===== src/hdl/mrg_pkg.sv =====
`timescale 1ns / 1ps
`default_nettype none
// ----------------------------------------------------------------------------
// mrg_pkg
// Shared types and constants of the multiple recursive generator.
// ----------------------------------------------------------------------------
package mrg_pkg;

  // configuration port
  localparam int unsigned CFG_IDX_W = 3;
  localparam int unsigned ORDER_W   = 3;
  localparam int unsigned NCOEF     = 4;

  localparam logic [CFG_IDX_W-1:0] IDX_MODULUS = 3'd0;
  localparam logic [CFG_IDX_W-1:0] IDX_ORDER   = 3'd1;
  localparam int unsigned          IDX_COEF0   = 2;

  // input item function codes
  localparam logic FUNC_LOAD = 1'b0;
  localparam logic FUNC_STEP = 1'b1;

  typedef enum logic [4:0] {
    ST_IDLE = 5'b00001,
    ST_RED  = 5'b00010,
    ST_MUL  = 5'b00100,
    ST_ACC  = 5'b01000,
    ST_DONE = 5'b10000
  } mrg_state_e;

  typedef struct packed {
    logic capture;      // latch the input item, restart counters
    logic red_step;     // one bit of operand reduction
    logic mul_step;     // one bit of modular multiply
    logic acc_step;     // add product into the sum, advance tap
    logic push_seed;    // shift reduced seed into history
    logic push_result;  // shift negated sum into history and output register
  } mrg_cmd_t;

  typedef struct packed {
    logic func;      // function of the captured item
    logic bit_last;  // bit counter at bit zero
    logic tap_last;  // tap counter at the last tap of the order
    logic out_busy;  // output register holds a result not taken this cycle
  } mrg_status_t;

endpackage
`default_nettype wire


===== src/hdl/mrg_in_if.sv =====
`timescale 1ns / 1ps
`default_nettype none
// ----------------------------------------------------------------------------
// mrg_in_if
// Input channel: load or step items with a seed value.
// ----------------------------------------------------------------------------
interface mrg_in_if #(
  parameter int unsigned VALUE_BITS = 31
);
  logic                  valid;
  logic                  ready;
  logic                  func;
  logic [VALUE_BITS-1:0] seed_value;

  modport source (output valid, output func, output seed_value, input ready);
  modport sink   (input valid, input func, input seed_value, output ready);
endinterface
`default_nettype wire


===== src/hdl/mrg_out_if.sv =====
`timescale 1ns / 1ps
`default_nettype none
// ----------------------------------------------------------------------------
// mrg_out_if
// Output channel: generated sequence values.
// ----------------------------------------------------------------------------
interface mrg_out_if #(
  parameter int unsigned VALUE_BITS = 31
);
  logic                  valid;
  logic                  ready;
  logic [VALUE_BITS-1:0] value;

  modport source (output valid, output value, input ready);
  modport sink   (input valid, input value, output ready);
endinterface
`default_nettype wire


===== src/hdl/mrg_ctrl.sv =====
`timescale 1ns / 1ps
`default_nettype none
// ----------------------------------------------------------------------------
// mrg_ctrl
// Sequencer: reduce operand; for step items multiply bit by bit and accumulate per tap; finish.
// ----------------------------------------------------------------------------
module mrg_ctrl
  import mrg_pkg::*;
(
  input  wire logic        clk_i,
  input  wire logic        rst_ni,
  input  wire logic        in_valid_i,
  output logic             in_ready_o,
  input  wire mrg_status_t status_i,
  output mrg_cmd_t         cmd_o
);

  mrg_state_e state_q, state_d;

  assign in_ready_o = (state_q == ST_IDLE);

  always_comb begin
    state_d = state_q;
    cmd_o   = '0;
    case (state_q)
      ST_IDLE: begin
        if (in_valid_i) begin
          cmd_o.capture = 1'b1;
          state_d       = ST_RED;
        end
      end
      ST_RED: begin
        cmd_o.red_step = 1'b1;
        if (status_i.bit_last) begin
          state_d = (status_i.func == FUNC_STEP) ? ST_MUL : ST_DONE;
        end
      end
      ST_MUL: begin
        cmd_o.mul_step = 1'b1;
        if (status_i.bit_last) begin
          state_d = ST_ACC;
        end
      end
      ST_ACC: begin
        cmd_o.acc_step = 1'b1;
        state_d        = status_i.tap_last ? ST_DONE : ST_RED;
      end
      ST_DONE: begin
        if (status_i.func == FUNC_LOAD) begin
          cmd_o.push_seed = 1'b1;
          state_d         = ST_IDLE;
        end else if (!status_i.out_busy) begin
          cmd_o.push_result = 1'b1;
          state_d           = ST_IDLE;
        end
      end
      default: begin
        state_d = ST_IDLE;
      end
    endcase
  end

  always_ff @(posedge clk_i or negedge rst_ni) begin
    if (!rst_ni) begin
      state_q <= ST_IDLE;
    end else begin
      state_q <= state_d;
    end
  end

endmodule
`default_nettype wire


===== src/hdl/mrg_dp.sv =====
`timescale 1ns / 1ps
`default_nettype none
// ----------------------------------------------------------------------------
// mrg_dp
// Datapath: configuration, history, bit-serial modular reduce and multiply.
// ----------------------------------------------------------------------------
module mrg_dp
  import mrg_pkg::*;
#(
  parameter int unsigned TAPS       = 4,
  parameter int unsigned VALUE_BITS = 31,
  parameter int unsigned CFG_W      = 31
) (
  input  wire logic                  clk_i,
  input  wire logic                  rst_ni,
  input  wire logic                  cfg_we_i,
  input  wire logic [CFG_IDX_W-1:0]  cfg_idx_i,
  input  wire logic [CFG_W-1:0]      cfg_data_i,
  input  wire logic                  func_i,
  input  wire logic [VALUE_BITS-1:0] seed_value_i,
  input  wire logic                  out_ready_i,
  output logic                       out_valid_o,
  output logic [VALUE_BITS-1:0]      value_o,
  input  wire mrg_cmd_t              cmd_i,
  output mrg_status_t                status_o
);

  localparam int unsigned TW    = (TAPS > 1) ? $clog2(TAPS) : 1;
  localparam int unsigned BW    = $clog2(VALUE_BITS);
  localparam int unsigned ORD_W = ($clog2(TAPS + 1) > ORDER_W) ? $clog2(TAPS + 1) : ORDER_W;
  localparam int unsigned VB    = VALUE_BITS;

  // configuration
  logic [VB-1:0]    modulus_q;
  logic [ORD_W-1:0] order_q;
  logic [VB-1:0]    coef_q [TAPS];

  // state and working registers
  logic [VB-1:0] hist_q [TAPS];
  logic          func_q;
  logic [VB-1:0] seed_q;
  logic [VB-1:0] red_q, red_d;
  logic [VB-1:0] prod_q, prod_d;
  logic [VB-1:0] acc_q, acc_d;
  logic [BW-1:0] bit_q;
  logic [TW-1:0] tap_q;
  logic          out_valid_q;
  logic [VB-1:0] value_q;

  logic [VB-1:0] p;
  logic [VB:0]   p_x;
  logic [TW-1:0] k_last;
  logic [TW-1:0] hidx;
  logic          first;
  logic [VB-1:0] red_src;
  logic [VB:0]   red_x;
  logic [VB:0]   dbl_x;
  logic [VB-1:0] dbl;
  logic [VB:0]   mac_x;
  logic [VB:0]   sum_x;
  logic [VB-1:0] neg;

  assign p   = (modulus_q < VB'(2)) ? VB'(2) : modulus_q;
  assign p_x = {1'b0, p};

  always_comb begin
    if (order_q == '0) begin
      k_last = '0;
    end else if (order_q > ORD_W'(TAPS)) begin
      k_last = TW'(TAPS - 1);
    end else begin
      k_last = TW'(order_q - 1'b1);
    end
  end

  // tap i of the order reads the history at TAPS-k+i
  assign hidx  = TW'(TAPS - 1) - k_last + tap_q;
  assign first = (bit_q == BW'(VB - 1));

  // operand reduction, msb first: r = 2r + bit, minus p when over
  assign red_src = (func_q == FUNC_LOAD) ? seed_q : coef_q[tap_q];
  assign red_x   = {(first ? '0 : red_q), red_src[bit_q]};
  assign red_d   = (red_x >= p_x) ? red_x[VB-1:0] - p : red_x[VB-1:0];

  // multiply by history value, msb first: r = 2r + bit * a, both steps mod p
  assign dbl_x  = {(first ? '0 : prod_q), 1'b0};
  assign dbl    = (dbl_x >= p_x) ? dbl_x[VB-1:0] - p : dbl_x[VB-1:0];
  assign mac_x  = {1'b0, dbl} + (hist_q[hidx][bit_q] ? {1'b0, red_q} : '0);
  assign prod_d = (mac_x >= p_x) ? mac_x[VB-1:0] - p : mac_x[VB-1:0];

  assign sum_x = {1'b0, (tap_q == '0) ? '0 : acc_q} + {1'b0, prod_q};
  assign acc_d = (sum_x >= p_x) ? sum_x[VB-1:0] - p : sum_x[VB-1:0];

  assign neg = (acc_q == '0) ? '0 : p - acc_q;

  always_ff @(posedge clk_i or negedge rst_ni) begin
    if (!rst_ni) begin
      modulus_q <= '1;
      order_q   <= ORD_W'(TAPS);
      for (int i = 0; i < TAPS; i++) begin
        coef_q[i] <= '0;
      end
    end else if (cfg_we_i) begin
      if (cfg_idx_i == IDX_MODULUS) begin
        modulus_q <= cfg_data_i[VB-1:0];
      end
      if (cfg_idx_i == IDX_ORDER) begin
        order_q <= ORD_W'(cfg_data_i[ORDER_W-1:0]);
      end
      for (int i = 0; i < TAPS; i++) begin
        if ((i < NCOEF) && (cfg_idx_i == CFG_IDX_W'(IDX_COEF0 + i))) begin
          coef_q[i] <= cfg_data_i[VB-1:0];
        end
      end
    end
  end

  always_ff @(posedge clk_i or negedge rst_ni) begin
    if (!rst_ni) begin
      func_q      <= FUNC_LOAD;
      bit_q       <= '0;
      tap_q       <= '0;
      out_valid_q <= 1'b0;
      for (int i = 0; i < TAPS; i++) begin
        hist_q[i] <= '0;
      end
    end else begin
      if (cmd_i.capture) begin
        func_q <= func_i;
        bit_q  <= BW'(VB - 1);
        tap_q  <= '0;
      end
      if (cmd_i.red_step || cmd_i.mul_step) begin
        bit_q <= (bit_q == '0) ? BW'(VB - 1) : bit_q - 1'b1;
      end
      if (cmd_i.acc_step) begin
        tap_q <= tap_q + 1'b1;
      end
      if (cmd_i.push_seed || cmd_i.push_result) begin
        for (int i = 0; i + 1 < TAPS; i++) begin
          hist_q[i] <= hist_q[i + 1];
        end
        hist_q[TAPS - 1] <= cmd_i.push_seed ? red_q : neg;
      end
      if (cmd_i.push_result) begin
        out_valid_q <= 1'b1;
      end else if (out_ready_i) begin
        out_valid_q <= 1'b0;
      end
    end
  end

  always_ff @(posedge clk_i) begin
    if (cmd_i.capture) begin
      seed_q <= seed_value_i;
    end
    if (cmd_i.red_step) begin
      red_q <= red_d;
    end
    if (cmd_i.mul_step) begin
      prod_q <= prod_d;
    end
    if (cmd_i.acc_step) begin
      acc_q <= acc_d;
    end
    if (cmd_i.push_result) begin
      value_q <= neg;
    end
  end

  assign out_valid_o = out_valid_q;
  assign value_o     = value_q;

  assign status_o.func     = func_q;
  assign status_o.bit_last = (bit_q == '0);
  assign status_o.tap_last = (tap_q == k_last);
  assign status_o.out_busy = out_valid_q && !out_ready_i;

endmodule
`default_nettype wire


===== src/hdl/multiple_recursive_generator_core.sv =====
`timescale 1ns / 1ps
`default_nettype none
// ----------------------------------------------------------------------------
// multiple_recursive_generator_core
// Linear recurrence modulo a configurable prime, one item at a time.
// ----------------------------------------------------------------------------
// step item: one result from transfer, computed over k taps, k the order;
//   each tap runs a bit-serial reduce and a bit-serial multiply, both mod p
// load item: no result; next transfer right after either
// the output register lets a new item in while a result waits
// reset: configuration to defaults, history cleared at once, no clearing pass
module multiple_recursive_generator_core
  import mrg_pkg::*;
#(
  parameter int unsigned TAPS       = 4,
  parameter int unsigned VALUE_BITS = 31
) (
  input  wire logic                  clk_i,
  input  wire logic                  rst_ni,
  input  wire logic                  cfg_we_i,
  input  wire logic [CFG_IDX_W-1:0]  cfg_idx_i,
  input  wire logic [((VALUE_BITS > ORDER_W) ? VALUE_BITS : ORDER_W)-1:0] cfg_data_i,
  mrg_in_if.sink                     in_i,
  mrg_out_if.source                  out_o
);

  localparam int unsigned CFG_W = (VALUE_BITS > ORDER_W) ? VALUE_BITS : ORDER_W;

  mrg_cmd_t    cmd;
  mrg_status_t status;

  mrg_ctrl u_ctrl (
    .clk_i      (clk_i),
    .rst_ni     (rst_ni),
    .in_valid_i (in_i.valid),
    .in_ready_o (in_i.ready),
    .status_i   (status),
    .cmd_o      (cmd)
  );

  mrg_dp #(
    .TAPS       (TAPS),
    .VALUE_BITS (VALUE_BITS),
    .CFG_W      (CFG_W)
  ) u_dp (
    .clk_i        (clk_i),
    .rst_ni       (rst_ni),
    .cfg_we_i     (cfg_we_i),
    .cfg_idx_i    (cfg_idx_i),
    .cfg_data_i   (cfg_data_i),
    .func_i       (in_i.func),
    .seed_value_i (in_i.seed_value),
    .out_ready_i  (out_o.ready),
    .out_valid_o  (out_o.valid),
    .value_o      (out_o.value),
    .cmd_i        (cmd),
    .status_o     (status)
  );

  // at most one datapath operation per cycle
  assert property (@(posedge clk_i) disable iff (!rst_ni)
    $onehot0({cmd.capture, cmd.red_step, cmd.mul_step, cmd.acc_step,
              cmd.push_seed, cmd.push_result}))
    else $error("more than one datapath command at once");

  // a result never overwrites one still waiting
  assert property (@(posedge clk_i) disable iff (!rst_ni)
    cmd.push_result |-> !status.out_busy && status.func == FUNC_STEP)
    else $error("result pushed into a busy output register");

  // no transfer is taken while an item is in work
  assert property (@(posedge clk_i) disable iff (!rst_ni)
    (cmd.red_step || cmd.mul_step || cmd.acc_step) |-> !in_i.ready)
    else $error("input ready during computation");

  // a load item never produces a result
  assert property (@(posedge clk_i) disable iff (!rst_ni)
    cmd.push_seed |=> !$rose(out_o.valid))
    else $error("load item produced a result");

endmodule
`default_nettype wire

===== src/flat_wrapper.sv =====
// flat-port wrapper written by rule: the top's interface ports become plain ports
module multiple_recursive_generator_core_flat import mrg_pkg::*;
#(
  parameter int unsigned TAPS       = 4,
  parameter int unsigned VALUE_BITS = 31
)
  (clk_i, rst_ni, cfg_we_i, cfg_idx_i, cfg_data_i, in_i_valid, in_i_func, in_i_seed_value, in_i_ready, out_o_valid, out_o_value, out_o_ready);
  mrg_in_if #(.VALUE_BITS(VALUE_BITS)) in_i_i ();
  mrg_out_if #(.VALUE_BITS(VALUE_BITS)) out_o_i ();
  input  wire logic clk_i;
  input  wire logic rst_ni;
  input  wire logic cfg_we_i;
  input  wire logic [CFG_IDX_W-1:0] cfg_idx_i;
  input  wire logic [((VALUE_BITS > ORDER_W) ? VALUE_BITS : ORDER_W)-1:0] cfg_data_i;
  input wire logic [$bits(in_i_i.valid)-1:0] in_i_valid;
  input wire logic [$bits(in_i_i.func)-1:0] in_i_func;
  input wire logic [$bits(in_i_i.seed_value)-1:0] in_i_seed_value;
  output wire logic [$bits(in_i_i.ready)-1:0] in_i_ready;
  output wire logic [$bits(out_o_i.valid)-1:0] out_o_valid;
  output wire logic [$bits(out_o_i.value)-1:0] out_o_value;
  input wire logic [$bits(out_o_i.ready)-1:0] out_o_ready;
  assign in_i_i.valid = in_i_valid;
  assign in_i_i.func = in_i_func;
  assign in_i_i.seed_value = in_i_seed_value;
  assign in_i_ready = in_i_i.ready;
  assign out_o_valid = out_o_i.valid;
  assign out_o_value = out_o_i.value;
  assign out_o_i.ready = out_o_ready;
  multiple_recursive_generator_core #(.TAPS(TAPS), .VALUE_BITS(VALUE_BITS)) u_core (.clk_i(clk_i), .rst_ni(rst_ni), .cfg_we_i(cfg_we_i), .cfg_idx_i(cfg_idx_i), .cfg_data_i(cfg_data_i), .in_i(in_i_i), .out_o(out_o_i));
endmodule

===== config.mk =====
export PLATFORM = sky130hd
export DESIGN_NAME = multiple_recursive_generator_core_flat
export DESIGN_NICKNAME = d
export VERILOG_FILES = /design/src/hdl/mrg_pkg.sv /design/src/hdl/mrg_in_if.sv /design/src/hdl/mrg_out_if.sv /design/src/hdl/mrg_ctrl.sv /design/src/hdl/mrg_dp.sv /design/src/hdl/multiple_recursive_generator_core.sv /design/src/flat_wrapper.sv
export SDC_FILE = /design/constraint.sdc
export NUM_CORES = 1
export LEC_CHECK = 0
export ABC_AREA = 1
export CAP_MARGIN = 20
export CORE_ASPECT_RATIO = 0.75
export CORE_MARGIN = 2
export CORE_UTILIZATION = 47
export CTS_CLUSTER_SIZE = 30
export DETAILED_ROUTE_END_ITERATION = 10
export DONT_BUFFER_PORTS = 1
export GPL_TIMING_DRIVEN = 0
export RECOVER_POWER = 25
export SETUP_SLACK_MARGIN = 0.1
export SLEW_MARGIN = 20
export SYNTH_ARGS = -nofsm -noshare
export SYNTH_HDL_FRONTEND = slang
export SYNTH_HIERARCHICAL = 1
export SYNTH_SLANG_ARGS = --single-unit

===== constraint.sdc =====
create_clock -name clk_i -period 7 [get_ports clk_i]
set_input_delay 1.05 -clock clk_i [delete_from_list [all_inputs] [get_ports clk_i]]
set_output_delay 1.05 -clock clk_i [all_outputs]
set_load 0.02 [all_outputs]

==> qor.yml <==
status:
  outcome: "finished, final reports clean"
sta:
  finalSetupTns_ns: 0
  maxSlewHeadroom_pct: 30.2
  grt_setup_unrepaired: "yes"
  fin_skew_ns: 0.0493
  setup_viol: 0
  fmax_mhz: 144
  fin_crit_ns: 6.96
  fin_crit_sh_pct: 99.5
  hold_viol: 0
  drv_slew: 0
  holdWs_ns: 0.0991
  tightest_slew_ns: 1.02
clocking:
  htreeDepth: 2
  clock_latency_ns: 0.65
  cts_buffers: 50
  cts_tree: "done"
  clock_path_buffers: 3
  clk_pin_slew_ns: 0.06
  cts_hold_buf: 0
  root_buffer: "clkbuf_16"
  cts.sinks: 451
route:
  route.antenna.remaining_nets: 0
  drt-vias-per-instance: 5.93
  dr.pass1.iters: 7
  vias: 34738
  first_iter_violations: 5179
  routed_wl_um: 152000
  routedWlPerCell_um: 25.9
  drc: 0
setup_path:
  path_common_cell: "nand2_2"
  worstPathRequired_ns: 7.36
  endpoint_kind: "register"
  worstPathArrival_ns: 7.33
  path_max_fanout: 10
  setup.worst_path.class: "reg -> reg"
  crit_slowest_cell: "a2111oi_4"
  critPathLaunchType: "register"
  slowest_delay_ns: 0.55
synth:
  synth_cell_types: 62
  synthCells: 4711
  yosysWarnings: 6
  syn-num-nets: 5006
  synthTopCellsByArea: "dfrtp_1 19%, edfxtp_1 14%, nand2_1 13%, ha_1 8.2%, o21ai_0 7.2%"
  yosys.area.top_type_share_pct: 19.5
  post-synth-top-area-cell: "dfrtp_1"
  ys_seq_area_share_pct: 35.9
  synth_seq_cells: 451
  synth.avg_cell_area_um2: 7.17
  syn_area_mm2: 0.0338
die:
  die_x_um: 313
  io_pins: 104
  die_h_um: 236
  die-area_mm2: 0.0740
  core_mm2: 0.0715
  start_util_pct: 47.2
  rows: 85
placement:
  place_congestion: 1.06
  place_hpwl_um: 119000
  dpl_cell_area_mm2: 0.0351
  io_buffer_count: 0
job:
  max_cap_viol_count: 0
global_route:
  grt_pass1_vias: 30937
  overflow: 0
  grt_pass1_wl_um: 215000
  grt_max_degree: 297
  antenna_found_initial: 12
  grtUsageTotal_pct: 39.9
finish:
  final_nets: 5154
  fin_area_mm2: 0.0395
  syn2layout_area_growth_pct: 17.1
  drive_gt1_share_pct: 12.9
  utilization_pct: 55.3
hold_path:
  min_path_type: "in -> async"
-- cells in the mapped netlist (all sizes together) --
| cell | n |
|---|---|
| a2111oi | 3 |
| a221oi | 6 |
| and3 | 2 |
| clkbuf | 125 |
| o221a | 4 |
| o211a | 1 |
| edfxtp | 155 |
| fa | 4 |
| nand2 | 1224 |
| a22oi | 23 |
| a221o | 1 |
| a21oi | 330 |
| o21a | 26 |
| or2 | 6 |
| inv | 567 |
| a31oi | 36 |
| o22ai | 12 |
| o311ai | 1 |
| clkinv | 7 |
| o31ai | 1 |
| o21ai | 538 |
| a21boi | 6 |
| dfstp | 33 |
| o21bai | 12 |
| xnor2 | 67 |
| o211ai | 16 |
| o221ai | 15 |
| nand3 | 227 |
| a21o | 13 |
| xor2 | 85 |
| nor3 | 37 |
| nand3b | 20 |
| a311oi | 1 |
| buf | 51 |
| a32o | 2 |
| ha | 220 |
| a211oi | 4 |
| and2 | 2 |
| dfrtp | 263 |
| nor2 | 495 |
| nor4 | 24 |
| a22o | 8 |
| nand4 | 37 |
| o2111ai | 1 |
-- critical path, delay by kind of cell (launching register included) --
kind	cells	cell delay, ns
flip-flops	1	0.49
adder cells (fa/ha/maj)	4	1.13
AND/OR/NAND/NOR	14	1.63
XOR/XNOR	1	0.26
AO/OA/AOI/OAI	10	2.02
buffers and inverters	8	1.09
-- layout by cell type (no fill, tap or decap), types with 38 or more instances in the layout --
cell,Yosys,final
inv_1,559,549
nand3_1,213,206
nand2_2,11,63
o21ai_0,484,465
buf_4,8,91
xnor2_1,67,63
clkbuf_1,125,121
dfrtp_1,263,261
o21ai_2,27,38
a21oi_1,330,301
edfxtp_1,155,155
clkbuf_16,0,56
ha_1,220,180
nand2_1,1204,1126
nor2_1,486,434
xor2_1,85,79
-- per-stage QoR --
| stage | cells | setup slack (ns) |
|---|---|---|
| 2_1_floorplan | 4711 | 0.394 |
| 3_3_place_gp | 5668 | -3.19 |
| 3_5_place_dp | 5675 | -3.06 |
| 4_1_cts | 5813 | 0.101 |
| 5_1_grt | 5859 | -0.154 |
| 6_report | 5862 | 0.0381 |
-- area by class of cell --
class / count / area (µm²)
Tap cell: 957 / 1200
Sequential cell: 451 / 12100
Antenna cell: 4 / 10.0
Clock inverter: 25 / 334
Clock buffer: 69 / 1380
Multi-Input combinational cell: 3510 / 20300
Timing Repair Buffer: 98 / 921
Fill cell: 7076 / 31900
Buffer: 173 / 1070
Inverter: 574 / 2190
Timing Repair inverter: 1 / 8.76
-- registers in the layout (all words and copies together) (netlist names), 31 cells and up --
signal,count
u_core/u_dp/value_o,31
u_core/u_dp/prod_q,31
u_core/u_dp/red_q,31
u_core/u_dp/acc_q,31
u_core/u_dp/seed_q,31
u_core/u_dp/coef_q,124
u_core/u_dp/modulus_q,31
u_core/u_dp/hist_q,124
-- logic make-up (layout without fill, tap and decap cells) --
logic type	after synthesis	count (layout)	synth area share, %
buf+inv	750	940	8.84
fa+ha+maj	224	224	8.39
flops	451	451	35.9
other cells	0	4	0
xor+xnor	152	152	3.94
compound gates	1060	1060	17.5
simple gates	2074	2074	25.5
-- final timing paths --
check | startpoint | end | slack, ns | cells after the start
worst max-delay path | u_core/u_dp/bit_q[0] | u_core/u_dp/prod_q[8] | 0.04 | 37
worst min-delay path | rst_ni | u_core/u_dp/hist_q[73] | 0.1 | 0
worst max register to register | u_core/u_dp/bit_q[0] | u_core/u_dp/prod_q[8] | 0.04 | 37
worst min register to register | u_core/u_dp/coef_q[40] | u_core/u_dp/coef_q[40] | 0.48 | 2
max in group asynchronous | rst_ni | u_core/u_dp/coef_q[15] | 6.06 | 0
min in group clk_i | u_core/u_dp/coef_q[40] | u_core/u_dp/coef_q[40] | 0.48 | 2
-- routing by layer --
layer / track usage [%] / vias up / wire length [µm] / part of all wire [%]
li1: - / 15911 / - / -
met1: 60.9 / 16571 / 68400 / 45
met4: 11.2 / 10 / 5260 / 3.5
met3: 11.5 / 291 / 19100 / 13
met5: 0 / - / 129 / 0.085
met2: 54.0 / 1955 / 59100 / 39
-- timing repair --
action / 4_1_cts / 5_1_grt
gates resized for setup: 221 / 274
pin swaps: 38 / 82
setup endpoints to repair: 62 / 62
setup buffers: 46 / 40
gates cloned: 1 / 6
Power is not shown: default switching activity piles up to over one toggle a cycle in this logic, so the estimate is an artifact.
